<file path="src/rtl/p1crc_pkg.sv">
// Package for the P1 telegram CRC checker: status codes, limits, the
// result struct passed from the parser, and the CRC-16 / hex digit helpers.
// No dependencies.
`timescale 1ns / 1ps

package p1crc_pkg;

   // Longest telegram body, '/' through '!' inclusive
   localparam int MAX_TELEGRAM_BYTES = 2048;
   localparam int CNT_W = $clog2(MAX_TELEGRAM_BYTES + 1);

   // Status codes
   localparam logic [2:0] ST_OK        = 3'd0;
   localparam logic [2:0] ST_MISMATCH  = 3'd1;
   localparam logic [2:0] ST_NONE      = 3'd2;
   localparam logic [2:0] ST_TOO_LONG  = 3'd3;
   localparam logic [2:0] ST_NO_DIGITS = 3'd4;

   // Framing characters
   localparam logic [7:0] CHAR_START = 8'h2F;   // '/'
   localparam logic [7:0] CHAR_END   = 8'h21;   // '!'

   // Reflected CRC-16 polynomial
   localparam logic [15:0] CRC_POLY = 16'hA001;

   typedef struct packed {
      logic        valid;
      logic [2:0]  status;
      logic [15:0] computed_crc;
      logic [15:0] received_crc;
      logic [11:0] telegram_length;
   } result_type;

   // One byte through the reflected CRC, LSB first
   function automatic logic [15:0] crc16_update(input logic [15:0] crc,
                                                input logic [7:0]  data);
      logic [15:0] c;
      c = crc ^ {8'h00, data};
      for (int i = 0; i < 8; i++) begin
         if (c[0]) begin
            c = (c >> 1) ^ CRC_POLY;
         end else begin
            c = c >> 1;
         end
      end
      return c;
   endfunction

   // Hex digit decode: bit 4 flags a valid digit, bits 3:0 hold its value
   function automatic logic [4:0] hex_decode(input logic [7:0] b);
      logic [7:0] v;
      v = 8'h00;
      if (b >= 8'h30 && b <= 8'h39) begin
         v = b - 8'h30;
         return {1'b1, v[3:0]};
      end else if (b >= 8'h41 && b <= 8'h46) begin
         v = b - 8'h37;
         return {1'b1, v[3:0]};
      end else if (b >= 8'h61 && b <= 8'h66) begin
         v = b - 8'h57;
         return {1'b1, v[3:0]};
      end
      return 5'b0_0000;
   endfunction

endpackage

</file>
<file path="src/rtl/p1crc_parser.sv">
// Telegram parser: framing state, running CRC, byte counter and CRC digit
// collection. Produces at most one result per byte. Uses p1crc_pkg.
`timescale 1ns / 1ps

module p1crc_parser (
   input  logic                   clock,
   input  logic                   reset,
   input  logic                   step,
   input  logic [7:0]             data_byte,
   input  logic                   burst_end,
   input  logic                   check_enable,
   output p1crc_pkg::result_type  result
);

   localparam logic [1:0] PH_HUNT   = 2'd0;
   localparam logic [1:0] PH_BODY   = 2'd1;
   localparam logic [1:0] PH_DIGITS = 2'd2;
   localparam logic [1:0] PH_DONE   = 2'd3;

   localparam int CW = p1crc_pkg::CNT_W;
   localparam logic [CW-1:0] MAX_CNT = CW'(p1crc_pkg::MAX_TELEGRAM_BYTES);

   logic [1:0]    phase_ff, phase_in;
   logic [15:0]   crc_acc_ff, crc_acc_in;
   logic [CW-1:0] byte_count_ff, byte_count_in;
   logic [15:0]   crc_field_ff, crc_field_in;
   logic [2:0]    digit_count_ff, digit_count_in;

   logic [15:0]   crc_next;
   logic [4:0]    hex;
   logic [15:0]   field_next;
   logic [2:0]    digits_next;
   logic [CW-1:0] count_next;
   logic [CW+11:0] len_ext;
   logic [2:0]    digits_status;

   assign crc_next    = p1crc_pkg::crc16_update(crc_acc_ff, data_byte);
   assign hex         = p1crc_pkg::hex_decode(data_byte);
   assign field_next  = {crc_field_ff[11:0], hex[3:0]};
   assign digits_next = digit_count_ff + 3'd1;
   assign count_next  = byte_count_ff + CW'(1);
   assign len_ext     = {12'b0, byte_count_ff};

   // Status when the digit field closes (no digit added this byte)
   always_comb begin
      priority if (!check_enable) begin
         digits_status = p1crc_pkg::ST_OK;
      end else if (digit_count_ff == 3'd0) begin
         digits_status = p1crc_pkg::ST_NO_DIGITS;
      end else if (crc_acc_ff == crc_field_ff) begin
         digits_status = p1crc_pkg::ST_OK;
      end else begin
         digits_status = p1crc_pkg::ST_MISMATCH;
      end
   end

   // Next state and result
   always_comb begin
      phase_in       = phase_ff;
      crc_acc_in     = crc_acc_ff;
      byte_count_in  = byte_count_ff;
      crc_field_in   = crc_field_ff;
      digit_count_in = digit_count_ff;
      result         = '0;

      unique case (phase_ff)
         PH_HUNT: begin
            if (data_byte == p1crc_pkg::CHAR_START) begin
               crc_acc_in    = p1crc_pkg::crc16_update(16'h0000, data_byte);
               byte_count_in = CW'(1);
               phase_in      = PH_BODY;
            end
            if (burst_end) begin
               result.valid  = 1'b1;
               result.status = p1crc_pkg::ST_NONE;
            end
         end
         PH_BODY: begin
            if (byte_count_ff >= MAX_CNT) begin
               result.valid           = 1'b1;
               result.status          = p1crc_pkg::ST_TOO_LONG;
               result.computed_crc    = crc_acc_ff;
               result.telegram_length = len_ext[11:0];
            end else if (data_byte == p1crc_pkg::CHAR_END) begin
               crc_acc_in     = crc_next;
               byte_count_in  = count_next;
               crc_field_in   = 16'h0000;
               digit_count_in = 3'd0;
               phase_in       = PH_DIGITS;
               if (burst_end) begin
                  // No digits at all in this case
                  result.valid           = 1'b1;
                  result.status          = check_enable ? p1crc_pkg::ST_NO_DIGITS
                                                        : p1crc_pkg::ST_OK;
                  result.computed_crc    = crc_next;
                  result.telegram_length = 12'({12'b0, count_next});
               end
            end else begin
               crc_acc_in    = crc_next;
               byte_count_in = count_next;
               if (burst_end) begin
                  result.valid  = 1'b1;
                  result.status = p1crc_pkg::ST_NONE;
               end
            end
         end
         PH_DIGITS: begin
            result.computed_crc    = crc_acc_ff;
            result.telegram_length = len_ext[11:0];
            if (!hex[4]) begin
               result.valid        = 1'b1;
               result.status       = digits_status;
               result.received_crc = crc_field_ff;
            end else begin
               crc_field_in   = field_next;
               digit_count_in = digits_next;
               if (digits_next >= 3'd4 || burst_end) begin
                  result.valid        = 1'b1;
                  result.received_crc = field_next;
                  priority if (!check_enable) begin
                     result.status = p1crc_pkg::ST_OK;
                  end else if (crc_acc_ff == field_next) begin
                     result.status = p1crc_pkg::ST_OK;
                  end else begin
                     result.status = p1crc_pkg::ST_MISMATCH;
                  end
               end
            end
            if (!result.valid) begin
               result.computed_crc    = 16'h0000;
               result.telegram_length = 12'h000;
            end
         end
         PH_DONE: begin
            if (burst_end) begin
               phase_in = PH_HUNT;
            end
         end
         default: begin
            phase_in = PH_HUNT;
         end
      endcase

      // A reported status clears the work registers
      if (result.valid) begin
         crc_acc_in     = 16'h0000;
         byte_count_in  = '0;
         crc_field_in   = 16'h0000;
         digit_count_in = 3'd0;
         phase_in       = burst_end ? PH_HUNT : PH_DONE;
      end
   end

   // State registers
   always_ff @(posedge clock) begin
      if (reset) begin
         phase_ff       <= PH_HUNT;
         crc_acc_ff     <= 16'h0000;
         byte_count_ff  <= '0;
         crc_field_ff   <= 16'h0000;
         digit_count_ff <= 3'd0;
      end else if (step) begin
         phase_ff       <= phase_in;
         crc_acc_ff     <= crc_acc_in;
         byte_count_ff  <= byte_count_in;
         crc_field_ff   <= crc_field_in;
         digit_count_ff <= digit_count_in;
      end
   end

endmodule

</file>
<file path="config.mk">
export PLATFORM = sky130hd
export DESIGN_NAME = p1crc_parser
export DESIGN_NICKNAME = d
export VERILOG_FILES = /design/src/rtl/p1crc_pkg.sv /design/src/rtl/p1crc_parser.sv
export SDC_FILE = /design/constraint.sdc
export NUM_CORES = 1
export LEC_CHECK = 0
export BUFFER_PORTS_ARGS = -buffer_cell sky130_fd_sc_hd__buf_2
export CORE_MARGIN = 4
export CORE_UTILIZATION = 40
export CTS_CLUSTER_DIAMETER = 30
export DETAILED_ROUTE_END_ITERATION = 16
export GPL_ROUTABILITY_DRIVEN = 0
export GPL_TIMING_DRIVEN = 0
export PLACE_DENSITY = 0.65
export RECOVER_POWER = 50
export SYNTH_ARGS = -nofsm -noshare
export SYNTH_HDL_FRONTEND = slang
export SYNTH_SLANG_ARGS = --single-unit
</file>
<file path="constraint.sdc">
create_clock -name clock -period 4.91 [get_ports clock]
set_clock_uncertainty 0.15 [all_clocks]
set_input_delay 0 -clock clock [delete_from_list [all_inputs] [get_ports clock]]
set_output_delay 0 -clock clock [all_outputs]
set_load 0.02 [all_outputs]
</file>
==> results.md <==
- Status: complete, no violations
- Worst hold path depth: 5
- Hold Vio Cnt, Final: 0
- P_sw: 0.362 mW
- Die area: 13,200 um^2
- CP startpoint kind: input port
- Reg-to-reg slack, setup: roughly 1.1 ns
- Leak: 2.15 nW
- First-pass GRT wire length: between 20,000 and 25,000 um
- Mean Syn Cell Area: 7.68 um^2
- Clk sinks: 49
- Post-Synth Adder-Cell Area: 6.84%
- Vias in the first global route: 4,688
- R2R cell count: 13
- Reg-to-Reg End: crc_acc_ff[2]
- Power Density: 207 nW/um^2
- Initial Util: around 41%
- RSZ-0062 raised after global routing: no
- Int Power: 0.703 mW
- Port-buffer cells: 59
- Hold WS: approximately 0.048 ns
- Hold Path End: phase_ff[1]
- Simple-gate share of the synthesized area: a little under a quarter
- Vias: 4,785
- Total I/O pin count: between 60 and 70
- Post-synthesis net count: ~630
- Routed len/inst: 18.7 um
- Finish-stage setup viols: 0
- Fmax: 248 MHz
- Critical Path RT: between 4 and 5 ns
- Post-layout util: 46.6%
- Vias per cell: 5.96
- Largest family of logic cells by synthesized area: compound AO/OA/AOI/OAI gates
- Synth top area share: 21.5%
- Largest net degree at the start of global routing: 17
- Clk root buf: clkbuf_16
- Final Critical Period: 4.04 ns
- Mapped Cells: slightly below 600
- Initial DRT Pass Iterations: 5
- Initial drt markers: 307
- Register bit total from synthesis: 49
- Top_reg_cell synth: dfxtp_1
- GRT overflow: 0
- EDFF count, synth: 0
- Worst slew margin: 43.2%
- Cell Area, Synth: around 4600 um^2
- ANT cells: 0
- Clk_lat worst skew: 0.29 ns
- Area contributors post-synth: dfxtp_1, xor2_1, ha_1
- Drt total wl: ~15,000 um
- DRC errors left: 0
- Synthesis warning total: 0
- Worst setup startpoint: data_byte[0]
- Final period util: 82.3%
- Pins Over Slew Limit: 0
- XOR/XNOR Fraction of Synth Area: a little over an eighth
- Hold Crit Start: step
- Worst-margin pin slew: 0.852 ns
- WP data arrival: 4.10 ns
- Synth-to-layout area growth: 12.5%
- Die Ht: 115 um
- Seq/Total Area, Yosys: 21.5%
- Comb pwr share: between 20% and 30%
- Async set-reset flop share out of synthesis: 0%
- Switching Share: 34.0%
- Final TNS setup: 0 ns
- Clock power frac: ~34%
- Total global-route track usage: 22.7%
- Mux cell area share after synthesis: less than 1%
- Worst setup EP type: flop
- Worst-path fanout max: 10
- RR Startpoint: phase_ff[1]
- CTS tree: built
- Core ar.: 11,000 um^2
- Post-route antenna net violation count: 0
- Share of cells above drive strength 1: roughly 14%
- Distinct cells, synth: 73
- Sequential Power Share: between 30% and 40%
- Synth Area in Compound Gates: 28.8%
- Clock-pin slew on the worst setup and hold paths: 0.07 ns
- Clock buffer depth: 2
- CTS Buf Count: 5
- Setup CP Type: in2reg
- Setup ws final: roughly 0.87 ns
- Die Wd: between 100 and 150 um
- Num rows: 38
- Worst hold-check path type: in2reg
- Post-CTS Resized: 0
- Max-cap viol count: 0
- H-tree depth: 2
- Pre-CTS setup slack: 1.93 ns
- Area leader, netlist: dfxtp_1
- Initial antenna violation count: 0
- Detailed placer's ending HPWL: between 10,000 and 15,000 um
- Final #Nets: 700
- Worst VDD drop: 173 uV
how the worst max path moves through the flow:
stage	endpoint	depth (start not counted)
after floorplan	crc_acc_ff[0]	12
after global placement	crc_acc_ff[10]	10
after detailed placement	crc_field_ff[9]	11
after CTS	result[2]	13
after global routing	crc_acc_ff[4]	14
final	crc_acc_ff[2]	14
metal layers:
layer	vias up	global-route usage, %	part of all wire (%)
met4	0	8.76	2.9
li1	2264	-	-
met5	-	0	0
met1	2266	28.9	42
met3	34	3.26	7.4
met2	221	38.8	48
sequential cells by signal, indices dropped and copies added, names as in the netlist:
register / count
byte_count_ff: 12
crc_field_ff: 16
crc_acc_ff: 16
digit_count_ff: 3
phase_ff: 2
timing repair:
action	in CTS	in global routing
setup buffers	0	0
endpoints found under the hold margin	1	0
hold buffers	1	0
kinds of logic after synthesis:
kind of cell,after synthesis
adders and majority gates,25
and+or+nand+nor,205
buffers and inverters,65
xor gates and xnor gates,64
muxes,1
DFF,49
AOI/OAI and AO/OA,186
Yosys cell counts (all sizes together) (5+ instances only):
cell type and number:
o21ai 49, a21boi 17, nand3b 5, a22oi 18
and3 23, and2 10, xnor2 26, ha 25
a21oi 38, nand2 47, xor2 36, nor4 7
clkbuf 28, a32o 9, inv 23, dfxtp 49
a31o 12, buf 14, or3 5, nor2 32
nor3 9, o31ai 8, nor2b 29, nand3 25
worst max-delay path: stages:
cell and delay, ns:
dlygate4sd3_1 0.55, clkbuf_1 0.37, inv_1 0.16, ha_1 0.27
nand3b_1 0.13, o22ai_1 0.15, o221a_4 0.26, a21oi_1 0.57
inv_1 0.22, o211ai_1 0.30, clkbuf_1 0.40, clkbuf_1 0.44
nand2_1 0.10, a21oi_1 0.17
power by group through the flow:
stage                     clock network, mW  logic (mW)  registers (mW)
after floorplan                           0       0.209           0.428
after global placement                    0       0.276           0.434
after detailed placement                  0       0.281           0.434
after CTS                             0.359       0.283           0.425
after global routing                  0.375       0.307           0.427
final                                 0.357       0.283           0.425
cell type report:
class	instances	area, um^2
fill	1133	5890
tap	140	175
buffer	42	175
sequential	49	981
clock inverter	3	21.3
multi-input combinational	481	3280
inverter	23	86.3
clock buffer	5	125
timing repair buffer	60	302
cells in the final DEF (no fill, tap or decap), drive strengths merged, types with 9 or more instances in the layout:
cell type / instances
buf: 64
nand3: 25
a31o: 12
a21boi: 17
nand2: 47
ha: 25
xor2: 36
xnor2: 26
nor2b: 29
nor3: 9
and2: 10
dfxtp: 49
nor2: 32
a22oi: 18
a32o: 9
clkbuf: 42
o21ai: 49
a21oi: 38
inv: 24
and3: 23
through the flow:
step                instances  power (mW)  area, um^2
detailed placement        794       0.715        5040
global placement          794       0.710        5040
finish                    803        1.07        5140
CTS                       803        1.07        5200
global route              803        1.11        5140
floorplan                 595       0.637        4570
No activity file was read; power rests on OpenSTA's default activity.
